### config.mk
export PLATFORM = sky130hd
export DESIGN_NAME = rational_arith_unit
export DESIGN_NICKNAME = d
export VERILOG_FILES = /design/src/hdl/rau_pkg.sv /design/src/hdl/rau_mul.sv /design/src/hdl/rau_gcd.sv /design/src/hdl/rau_div.sv /design/src/hdl/rational_arith_unit.sv
export SDC_FILE = /design/constraint.sdc
export NUM_CORES = 2
export LEC_CHECK = 0
export BUFFER_PORTS_ARGS = -buffer_cell sky130_fd_sc_hd__buf_2
export CAP_MARGIN = 20
export CORE_AREA = 2 2 425 427
export DETAILED_ROUTE_END_ITERATION = 6
export DIE_AREA = 0 0 427 429
export HOLD_SLACK_MARGIN = 0.15
export SLEW_MARGIN = 20
export SYNTH_ARGS = -nofsm -noshare
export SYNTH_HDL_FRONTEND = slang
export SYNTH_SLANG_ARGS = --single-unit
### constraint.sdc
create_clock -name clk -period 15 [get_ports clk]
set_input_delay 1.5 -clock clk [delete_from_list [all_inputs] [get_ports clk]]
set_output_delay 1.5 -clock clk [all_outputs]
set_load 0.005 [all_outputs]
### src/hdl/rau_pkg.sv
`default_nettype none
package rau_pkg;

  localparam int OPW       = 16;
  localparam int VW        = 2 * OPW;
  localparam int RES_NUM_W = 33;
  localparam int RES_DEN_W = 32;
  localparam int FUNC_W    = 3;
  localparam int CMP_W     = 2;

  localparam logic [FUNC_W-1:0] F_ADD  = 3'd0;
  localparam logic [FUNC_W-1:0] F_SUB  = 3'd1;
  localparam logic [FUNC_W-1:0] F_DIV  = 3'd2;
  localparam logic [FUNC_W-1:0] F_MUL  = 3'd3;
  localparam logic [FUNC_W-1:0] F_CMP  = 3'd4;
  localparam logic [FUNC_W-1:0] F_SIMP = 3'd5;

  localparam logic [CMP_W-1:0] C_EQ  = 2'd0;
  localparam logic [CMP_W-1:0] C_AGT = 2'd1;
  localparam logic [CMP_W-1:0] C_BGT = 2'd2;

  typedef logic [OPW-1:0] opnd_t;
  typedef logic [VW-1:0]  val_t;

  function automatic opnd_t mag_of(input opnd_t x);
    mag_of = x[OPW-1] ? (~x + 1'b1) : x;
  endfunction

endpackage
`default_nettype wire

### src/hdl/rau_mul.sv
`default_nettype none
module rau_mul import rau_pkg::*; (
  input  wire   clk,
  input  opnd_t a,
  input  opnd_t b,
  output val_t  p
);

  val_t p_r;

  always_ff @(posedge clk) begin
    p_r <= {{(VW-OPW){1'b0}}, a} * {{(VW-OPW){1'b0}}, b};
  end

  assign p = p_r;

endmodule
`default_nettype wire

### src/hdl/rau_gcd.sv
`default_nettype none
module rau_gcd import rau_pkg::*; (
  input  wire   clk,
  input  wire   rst_n,
  input  wire   start,
  input  val_t  a,
  input  val_t  b,
  output logic  done,
  output val_t  g
);

  localparam int KW = $clog2(VW);

  logic          busy_r;
  logic          done_r;
  val_t          a_r, a_nxt;
  val_t          b_r, b_nxt;
  logic [KW-1:0] k_r, k_nxt;
  val_t          g_r;

  // binary gcd, b stays nonzero; common factors of two counted in k
  always_comb begin
    a_nxt = a_r;
    b_nxt = b_r;
    k_nxt = k_r;
    case ({a_r[0], b_r[0]})
      2'b00: begin
        a_nxt = a_r >> 1;
        b_nxt = b_r >> 1;
        k_nxt = k_r + 1'b1;
      end
      2'b01: a_nxt = a_r >> 1;
      2'b10: b_nxt = b_r >> 1;
      default: begin
        if (a_r >= b_r) begin
          a_nxt = (a_r - b_r) >> 1;
        end else begin
          b_nxt = (b_r - a_r) >> 1;
        end
      end
    endcase
  end

  always_ff @(posedge clk) begin
    if (!rst_n) begin
      busy_r <= 1'b0;
      done_r <= 1'b0;
    end else begin
      done_r <= !start && busy_r && (a_r == '0);
      if (start) begin
        busy_r <= 1'b1;
      end else if (busy_r && (a_r == '0)) begin
        busy_r <= 1'b0;
      end
    end
  end

  always_ff @(posedge clk) begin
    if (start) begin
      a_r <= a;
      b_r <= b;
      k_r <= '0;
    end else if (busy_r) begin
      if (a_r == '0) begin
        g_r <= b_r << k_r;
      end else begin
        a_r <= a_nxt;
        b_r <= b_nxt;
        k_r <= k_nxt;
      end
    end
  end

  assign done = done_r;
  assign g    = g_r;

endmodule
`default_nettype wire

### src/hdl/rau_div.sv
`default_nettype none
module rau_div import rau_pkg::*; (
  input  wire   clk,
  input  wire   rst_n,
  input  wire   start,
  input  val_t  dividend,
  input  val_t  divisor,
  output logic  done,
  output val_t  quotient
);

  localparam int CW = $clog2(VW);

  logic          busy_r;
  logic          done_r;
  logic [CW-1:0] cnt_r;
  val_t          q_r, q_nxt;
  val_t          rem_r, rem_nxt;
  val_t          dvs_r;
  logic [VW:0]   trial;
  logic [VW:0]   diff;
  logic          ge;

  // restoring division, one quotient bit per cycle
  always_comb begin
    trial   = {rem_r, q_r[VW-1]};
    diff    = trial - {1'b0, dvs_r};
    ge      = trial >= {1'b0, dvs_r};
    rem_nxt = ge ? diff[VW-1:0] : trial[VW-1:0];
    q_nxt   = {q_r[VW-2:0], ge};
  end

  always_ff @(posedge clk) begin
    if (!rst_n) begin
      busy_r <= 1'b0;
      done_r <= 1'b0;
      cnt_r  <= '0;
    end else begin
      done_r <= !start && busy_r && (cnt_r == CW'(VW - 1));
      if (start) begin
        busy_r <= 1'b1;
        cnt_r  <= '0;
      end else if (busy_r) begin
        cnt_r <= cnt_r + 1'b1;
        if (cnt_r == CW'(VW - 1)) begin
          busy_r <= 1'b0;
        end
      end
    end
  end

  always_ff @(posedge clk) begin
    if (start) begin
      q_r   <= dividend;
      rem_r <= '0;
      dvs_r <= divisor;
    end else if (busy_r) begin
      q_r   <= q_nxt;
      rem_r <= rem_nxt;
    end
  end

  assign done     = done_r;
  assign quotient = q_r;

endmodule
`default_nettype wire

### src/hdl/rational_arith_unit.sv
`default_nettype none
// Signed fraction arithmetic: add, subtract, divide, multiply, compare and
// simplify on two 16-bit fractions, each fraction result reduced by the gcd
// of its magnitudes. A word is taken when start is high and busy is low; busy
// then stays high until the last result has been issued. Every result is
// marked on the out_ ports by out_strobe high for exactly one cycle and
// cannot be stalled; simplify issues two results, the second with out_last
// set. An item runs through the three products on the one shared
// multiplier, forming the fraction, the binary gcd unit, the bit-serial
// divider that divides numerator and denominator by the gcd, and issuing the
// result. Simplify skips the products and runs the gcd and divider twice.
// Compare and zero denominators skip the gcd and divider; an unknown code
// skips the products too, and simplify with both denominators zero skips
// the gcd and divider for both results.
module rational_arith_unit import rau_pkg::*; (
  input  wire                         clk,
  input  wire                         rst_n,
  input  wire                         start,
  output logic                        busy,
  input  wire  [FUNC_W-1:0]           in_func,
  input  wire  signed [OPW-1:0]       in_num_a,
  input  wire  signed [OPW-1:0]       in_den_a,
  input  wire  signed [OPW-1:0]       in_num_b,
  input  wire  signed [OPW-1:0]       in_den_b,
  output logic                        out_strobe,
  output logic signed [RES_NUM_W-1:0] out_res_num,
  output logic signed [RES_DEN_W-1:0] out_res_den,
  output logic [CMP_W-1:0]            out_cmp_code,
  output logic                        out_error,
  output logic                        out_last
);

  localparam logic [2:0] S_IDLE = 3'd0;
  localparam logic [2:0] S_MUL  = 3'd1;
  localparam logic [2:0] S_FORM = 3'd2;
  localparam logic [2:0] S_GCD  = 3'd3;
  localparam logic [2:0] S_DIVN = 3'd4;
  localparam logic [2:0] S_DIVD = 3'd5;
  localparam logic [2:0] S_OUT  = 3'd6;

  logic [2:0]        state_r, state_nxt;
  logic [FUNC_W-1:0] func_r;
  opnd_t             na_r, da_r, nb_r, db_r;
  logic [1:0]        mcnt_r;
  val_t              p0_r, p1_r, p2_r;
  logic              pass_r;
  val_t              nmag_r, dmag_r;
  logic              nneg_r, dneg_r;
  logic              err_r;
  logic [CMP_W-1:0]  cmp_r;

  logic                 out_strobe_r;
  logic [RES_NUM_W-1:0] out_res_num_r;
  logic [RES_DEN_W-1:0] out_res_den_r;
  logic [CMP_W-1:0]     out_cmp_code_r;
  logic                 out_error_r;
  logic                 out_last_r;

  opnd_t     mag_na, mag_da, mag_nb, mag_db;
  opnd_t     mul_a, mul_b;
  val_t      mul_p;
  logic      gcd_start, gcd_done, div_start, div_done;
  val_t      gcd_g, div_q, div_dividend;

  logic              s0, s1, s1_raw;
  val_t              sum_mag;
  logic              sum_neg;
  val_t              num_mag, den_mag;
  logic              num_neg, den_neg;
  logic              form_err;
  logic [CMP_W-1:0]  cmp_calc;
  logic              is_last;
  logic [VW:0]       num_ext, num_fld;
  val_t              den_fld;

  assign mag_na = mag_of(na_r);
  assign mag_da = mag_of(da_r);
  assign mag_nb = mag_of(nb_r);
  assign mag_db = mag_of(db_r);

  // multiplier operands: pair 0 is the first numerator product, 1 the
  // cross product, 2 the denominator product
  always_comb begin
    case (mcnt_r)
      2'd0: begin
        mul_a = mag_na;
        mul_b = (func_r == F_MUL) ? mag_nb : mag_db;
      end
      2'd1: begin
        mul_a = mag_nb;
        mul_b = mag_da;
      end
      default: begin
        mul_a = mag_da;
        mul_b = (func_r == F_DIV) ? mag_nb : mag_db;
      end
    endcase
  end

  rau_mul u_mul (
    .clk (clk),
    .a   (mul_a),
    .b   (mul_b),
    .p   (mul_p)
  );

  rau_gcd u_gcd (
    .clk   (clk),
    .rst_n (rst_n),
    .start (gcd_start),
    .a     (num_mag),
    .b     (den_mag),
    .done  (gcd_done),
    .g     (gcd_g)
  );

  assign div_dividend = (state_r == S_GCD) ? nmag_r : dmag_r;

  rau_div u_div (
    .clk      (clk),
    .rst_n    (rst_n),
    .start    (div_start),
    .dividend (div_dividend),
    .divisor  (gcd_g),
    .done     (div_done),
    .quotient (div_q)
  );

  // signed combination of the products and the compare code
  always_comb begin
    s0 = ((func_r == F_MUL) ? (na_r[OPW-1] ^ nb_r[OPW-1]) : (na_r[OPW-1] ^ db_r[OPW-1]))
         & (p0_r != '0);
    s1_raw = (nb_r[OPW-1] ^ da_r[OPW-1]) & (p1_r != '0);
    s1     = (nb_r[OPW-1] ^ da_r[OPW-1] ^ (func_r == F_SUB)) & (p1_r != '0);
    if (s0 == s1) begin
      sum_mag = p0_r + p1_r;
      sum_neg = s0;
    end else if (p0_r >= p1_r) begin
      sum_mag = p0_r - p1_r;
      sum_neg = s0;
    end else begin
      sum_mag = p1_r - p0_r;
      sum_neg = s1;
    end
    sum_neg = sum_neg & (sum_mag != '0);

    if (s0 != s1_raw) begin
      cmp_calc = s0 ? C_BGT : C_AGT;
    end else if (p0_r == p1_r) begin
      cmp_calc = C_EQ;
    end else if (p0_r > p1_r) begin
      cmp_calc = s0 ? C_BGT : C_AGT;
    end else begin
      cmp_calc = s0 ? C_AGT : C_BGT;
    end
    if ((da_r[OPW-1] != db_r[OPW-1]) && (cmp_calc != C_EQ)) begin
      cmp_calc = (cmp_calc == C_AGT) ? C_BGT : C_AGT;
    end
  end

  always_comb begin
    num_mag  = '0;
    num_neg  = 1'b0;
    den_mag  = '0;
    den_neg  = 1'b0;
    form_err = 1'b1;
    unique case (func_r) inside
      F_ADD, F_SUB: begin
        num_mag  = sum_mag;
        num_neg  = sum_neg;
        den_mag  = p2_r;
        den_neg  = da_r[OPW-1] ^ db_r[OPW-1];
        form_err = (p2_r == '0);
      end
      F_MUL: begin
        num_mag  = p0_r;
        num_neg  = s0;
        den_mag  = p2_r;
        den_neg  = da_r[OPW-1] ^ db_r[OPW-1];
        form_err = (p2_r == '0);
      end
      F_DIV: begin
        num_mag  = p0_r;
        num_neg  = s0;
        den_mag  = p2_r;
        den_neg  = da_r[OPW-1] ^ nb_r[OPW-1];
        form_err = (p2_r == '0) || (db_r == '0);
      end
      F_CMP: begin
        form_err = (da_r == '0) || (db_r == '0);
      end
      F_SIMP: begin
        num_mag  = VW'(pass_r ? mag_nb : mag_na);
        num_neg  = pass_r ? nb_r[OPW-1] : na_r[OPW-1];
        den_mag  = VW'(pass_r ? mag_db : mag_da);
        den_neg  = pass_r ? db_r[OPW-1] : da_r[OPW-1];
        form_err = pass_r ? (db_r == '0) : (da_r == '0);
      end
      default: begin
        form_err = 1'b1;
      end
    endcase
  end

  assign is_last = !((func_r == F_SIMP) && !pass_r);

  always_comb begin
    state_nxt = state_r;
    gcd_start = 1'b0;
    div_start = 1'b0;
    unique case (state_r)
      S_IDLE: begin
        if (start) begin
          state_nxt = (in_func == F_ADD || in_func == F_SUB || in_func == F_DIV ||
                       in_func == F_MUL || in_func == F_CMP) ? S_MUL : S_FORM;
        end
      end
      S_MUL: begin
        if (mcnt_r == 2'd3) begin
          state_nxt = S_FORM;
        end
      end
      S_FORM: begin
        if (form_err || (func_r == F_CMP)) begin
          state_nxt = S_OUT;
        end else begin
          state_nxt = S_GCD;
          gcd_start = 1'b1;
        end
      end
      S_GCD: begin
        if (gcd_done) begin
          state_nxt = S_DIVN;
          div_start = 1'b1;
        end
      end
      S_DIVN: begin
        if (div_done) begin
          state_nxt = S_DIVD;
          div_start = 1'b1;
        end
      end
      S_DIVD: begin
        if (div_done) begin
          state_nxt = S_OUT;
        end
      end
      S_OUT: begin
        state_nxt = is_last ? S_IDLE : S_FORM;
      end
      default: begin
        state_nxt = S_IDLE;
      end
    endcase
  end

  always_ff @(posedge clk) begin
    if (!rst_n) begin
      state_r      <= S_IDLE;
      out_strobe_r <= 1'b0;
      mcnt_r       <= '0;
      pass_r       <= 1'b0;
    end else begin
      state_r      <= state_nxt;
      out_strobe_r <= (state_r == S_OUT);
      if (state_r == S_IDLE) begin
        mcnt_r <= '0;
        pass_r <= 1'b0;
      end else if (state_r == S_MUL) begin
        mcnt_r <= mcnt_r + 1'b1;
      end else if (state_r == S_OUT) begin
        pass_r <= 1'b1;
      end
    end
  end

  // output field conversion
  always_comb begin
    num_ext = {1'b0, nmag_r};
    num_fld = nneg_r ? (~num_ext + 1'b1) : num_ext;
    den_fld = dneg_r ? (~dmag_r + 1'b1) : dmag_r;
    if (err_r) begin
      num_fld = '0;
      den_fld = '0;
    end
  end

  always_ff @(posedge clk) begin
    if ((state_r == S_IDLE) && start) begin
      func_r <= in_func;
      na_r   <= in_num_a;
      da_r   <= in_den_a;
      nb_r   <= in_num_b;
      db_r   <= in_den_b;
    end
    if (state_r == S_MUL) begin
      case (mcnt_r)
        2'd1:    p0_r <= mul_p;
        2'd2:    p1_r <= mul_p;
        2'd3:    p2_r <= mul_p;
        default: ;
      endcase
    end
    if (state_r == S_FORM) begin
      nmag_r <= num_mag;
      nneg_r <= num_neg;
      dmag_r <= den_mag;
      dneg_r <= den_neg;
      err_r  <= form_err;
      cmp_r  <= (!form_err && (func_r == F_CMP)) ? cmp_calc : C_EQ;
    end
    if ((state_r == S_DIVN) && div_done) begin
      nmag_r <= div_q;
    end
    if ((state_r == S_DIVD) && div_done) begin
      dmag_r <= div_q;
    end
    if (state_r == S_OUT) begin
      out_res_num_r  <= RES_NUM_W'(num_fld);
      out_res_den_r  <= RES_DEN_W'(den_fld);
      out_cmp_code_r <= cmp_r;
      out_error_r    <= err_r;
      out_last_r     <= is_last;
    end
  end

  assign busy         = (state_r != S_IDLE);
  assign out_strobe   = out_strobe_r;
  assign out_res_num  = out_res_num_r;
  assign out_res_den  = out_res_den_r;
  assign out_cmp_code = out_cmp_code_r;
  assign out_error    = out_error_r;
  assign out_last     = out_last_r;

`ifndef SYNTHESIS
  a_accept_busy: assert property (@(posedge clk) disable iff (!rst_n)
    (start && !busy) |=> busy)
    else $error("accepted word did not raise busy");

  a_strobe_from_out: assert property (@(posedge clk) disable iff (!rst_n)
    out_strobe |-> ($past(state_r) == S_OUT))
    else $error("result strobe outside output state");

  a_gcd_done_state: assert property (@(posedge clk) disable iff (!rst_n)
    gcd_done |-> (state_r == S_GCD))
    else $error("gcd finished while sequencer not waiting");

  a_div_done_state: assert property (@(posedge clk) disable iff (!rst_n)
    div_done |-> (state_r == S_DIVN || state_r == S_DIVD))
    else $error("divider finished while sequencer not waiting");
`endif

endmodule
`default_nettype wire

==> results_dict.tcl <==
set metrics [dict create \
    status "complete, but fails checks" \
    violations "design-rule violations" \
    mostFrequentLayoutCell "nor2_1" \
    synth_area_per_cell_um2 9.20 \
    max_stage_delay_ns 0.54 \
    die_height_um 429 \
    period_minus_slack_ns 8.54 \
    coreArea_um2 178000 \
    drive_gt1_share_pct 8.09 \
    grt_pass1_vias 35700 \
    cts_buffers 55 \
    grt_pass1_wl_um 228000 \
    dp_hpwl_um 121000 \
    fin_crit_sh_pct 56.9 \
    portBuffers 140 \
    synth_edf_count 461 \
    final_hold_viol_count 0 \
    insertion_delay_ns 0.68 \
    yosysWarningCount 0 \
    tightest_slew_ns 1.34 \
    die-area_um2 183000 \
    ys_async_sr_fraction_pct 0 \
    end_kind "flip-flop" \
    worstPathArrival_ns 9.10 \
    wire_per_inst_um 21.3 \
    cts.sinks 546 \
    drt-total-wl_um 155000 \
    globalplace.congestion 0.939 \
    finalMaxSlewViolations 0 \
    core.rowCount 155 \
    worst_clock_skew_ns 0.0565 \
    final_cell_mix "483 x nor2_1, 473 x inv_1, 469 x nand2_1" \
    ys_types 90 \
    setup-violations-final 0 \
    rsz0062_at_grt "false" \
    post_cts_resized 0 \
    synth_ff_type "edfxtp_1" \
    grt_max_degree 92 \
    netlist_area_um2 44400 \
    worstPathMaxFanout 14 \
    maxCapViolations 0 \
    grt-ovfl-total 0 \
    ant_nets 0 \
    pin_count 141 \
    die_width_um 427 \
    yosysSeqAreaShare_pct 35.0 \
    start_util_pct 24.9 \
    clk_pin_slew_ns 0.06 \
    critPathRequiredTime_ns 15.56 \
    dr.pass1.iters 7 \
    clockBufferDepth 3 \
    htree_levels 2 \
    fin_nets 5423 \
    root_buffer "clkbuf_16" \
    drt_iter0_markers 3853 \
    cts_hold_buffers 0 \
    post_cts_buffers 0 \
    antenna_found_initial 9 \
    start_kind "flip-flop" \
    viasPerCell 5.11 \
    slew_headroom_pct 10.4 \
    ys_seq_elements 546 \
    worstHoldPathType "flip-flop to flip-flop" \
    criticalPathCategory "flip-flop to flip-flop" \
    drc 11 \
    syn2layout_area_growth_pct 11.9 \
    setup_tns_ns 0 \
    cp_common_cell "fa_1" \
    track_usage_pct 16.3 \
    cts_tree "yes" \
    synth_nets 5407 \
    synthCells 4830 \
    cp_slowest_cell "or4_1" \
    vias 37000 \
    fmax_mhz 117 \
]
-- kinds of logic (layout without fill, tap and decap cells) --
group	Yosys count	count (layout)	share of synthesized area [%]
muxes	144	144	3.65
other	0	2	0
DFF	546	546	35.0
and+or+nand+nor	1471	1471	15.2
adders and majority gates	507	507	17.7
buffers and inverters	728	791	6.32
xor gates and xnor gates	253	253	5.01
AOI/OAI and AO/OA	1181	1181	17.1
-- state kept, by name, summed over array words and instances, names as in the netlist, 32 cells and up --
name and flops:
dmag_r 32, nmag_r 32, out_res_den 32, out_res_num 33, p0_r 32, p1_r 32
p2_r 32, u_div.dvs_r 32, u_div.quotient 32, u_div.rem_r 32, u_gcd.a_r 32, u_gcd.b_r 32
u_gcd.g 32, u_mul.p 32
-- final cells by class --
cell class | instances | area [um^2]
Sequential cell | 546 | 15500
Timing Repair Buffer | 210 | 1230
Clock inverter | 37 | 513
Inverter | 477 | 1790
Clock buffer | 67 | 1480
Antenna cell | 2 | 5.00
Multi-Input combinational cell | 3556 | 26200
Fill cell | 18900 | 128000
Tap cell | 2355 | 2950
-- final timing paths --
kind	slack [ns]	depth (start not counted)	endpoint	startpoint
worst max-delay path	6.46	27	u_mul.p[29]	da_r[3]
worst min-delay path	0.42	0	u_div.dvs_r[4]	u_gcd.g[4]
worst max register to register	6.46	27	u_mul.p[29]	da_r[3]
worst min register to register	0.42	0	u_div.dvs_r[4]	u_gcd.g[4]
-- cell usage after synthesis, types with 46 or more instances --
library cell | count | share of area [%]
nor2_1 | 488 | 4.1
inv_1 | 474 | 4.0
nand2_1 | 472 | 4.0
edfxtp_1 | 461 | 31
a21oi_1 | 329 | 3.7
ha_1 | 307 | 8.6
o21ai_0 | 263 | 3.0
clkbuf_1 | 203 | 1.7
fa_1 | 200 | 9.0
xnor2_1 | 129 | 2.5
xor2_1 | 123 | 2.4
mux2i_1 | 118 | 2.7
a211oi_1 | 89 | 1.5
dfxtp_1 | 85 | 3.8
a21o_1 | 73 | 1.2
nand2b_1 | 64 | 0.90
nor3_1 | 63 | 0.71
nand3_1 | 61 | 0.69
nor4_1 | 50 | 0.70
o211ai_1 | 50 | 0.85
or3_1 | 48 | 0.68
a31oi_1 | 47 | 0.66
o31ai_1 | 46 | 0.78
-- worst max-delay path, delay by kind of cell (launching register included) --
kind	cells	cell delay, ns
adders and majority gates	7	3.31
AOI/OAI and AO/OA	11	2.48
and+or+nand+nor	4	1.68
DFF	1	0.46
xor gates and xnor gates	2	0.38
buffers and inverters	3	0.15
-- metal layers --
layer	vias to the layer above	wire (um)	part of all wire, %	track usage [%]
met5	-	23	0.015	0
met4	4	7650	4.9	7.12
met3	345	10200	6.6	2.54
met2	1470	73000	47	26.9
met1	18100	63700	41	21.0
li1	17100	-	-	-
-- per-stage QoR --
stage	area [um^2]	hold slack (ns)	utilization [%]	instances	setup WS [ns]
after floorplan	44400	0.400	-	4830	7.37
after global placement	47600	0.402	26.8	7139	6.65
after detailed placement	47700	0.405	26.8	7141	6.56
after CTS	49700	0.418	27.9	7245	6.55
after global routing	49700	0.424	27.9	7248	6.04
final	49700	0.419	27.9	7250	6.46
Power is left out: the tool's default activity adds up to more than one toggle a clock period on the data nets, which glitch-free logic cannot reach.
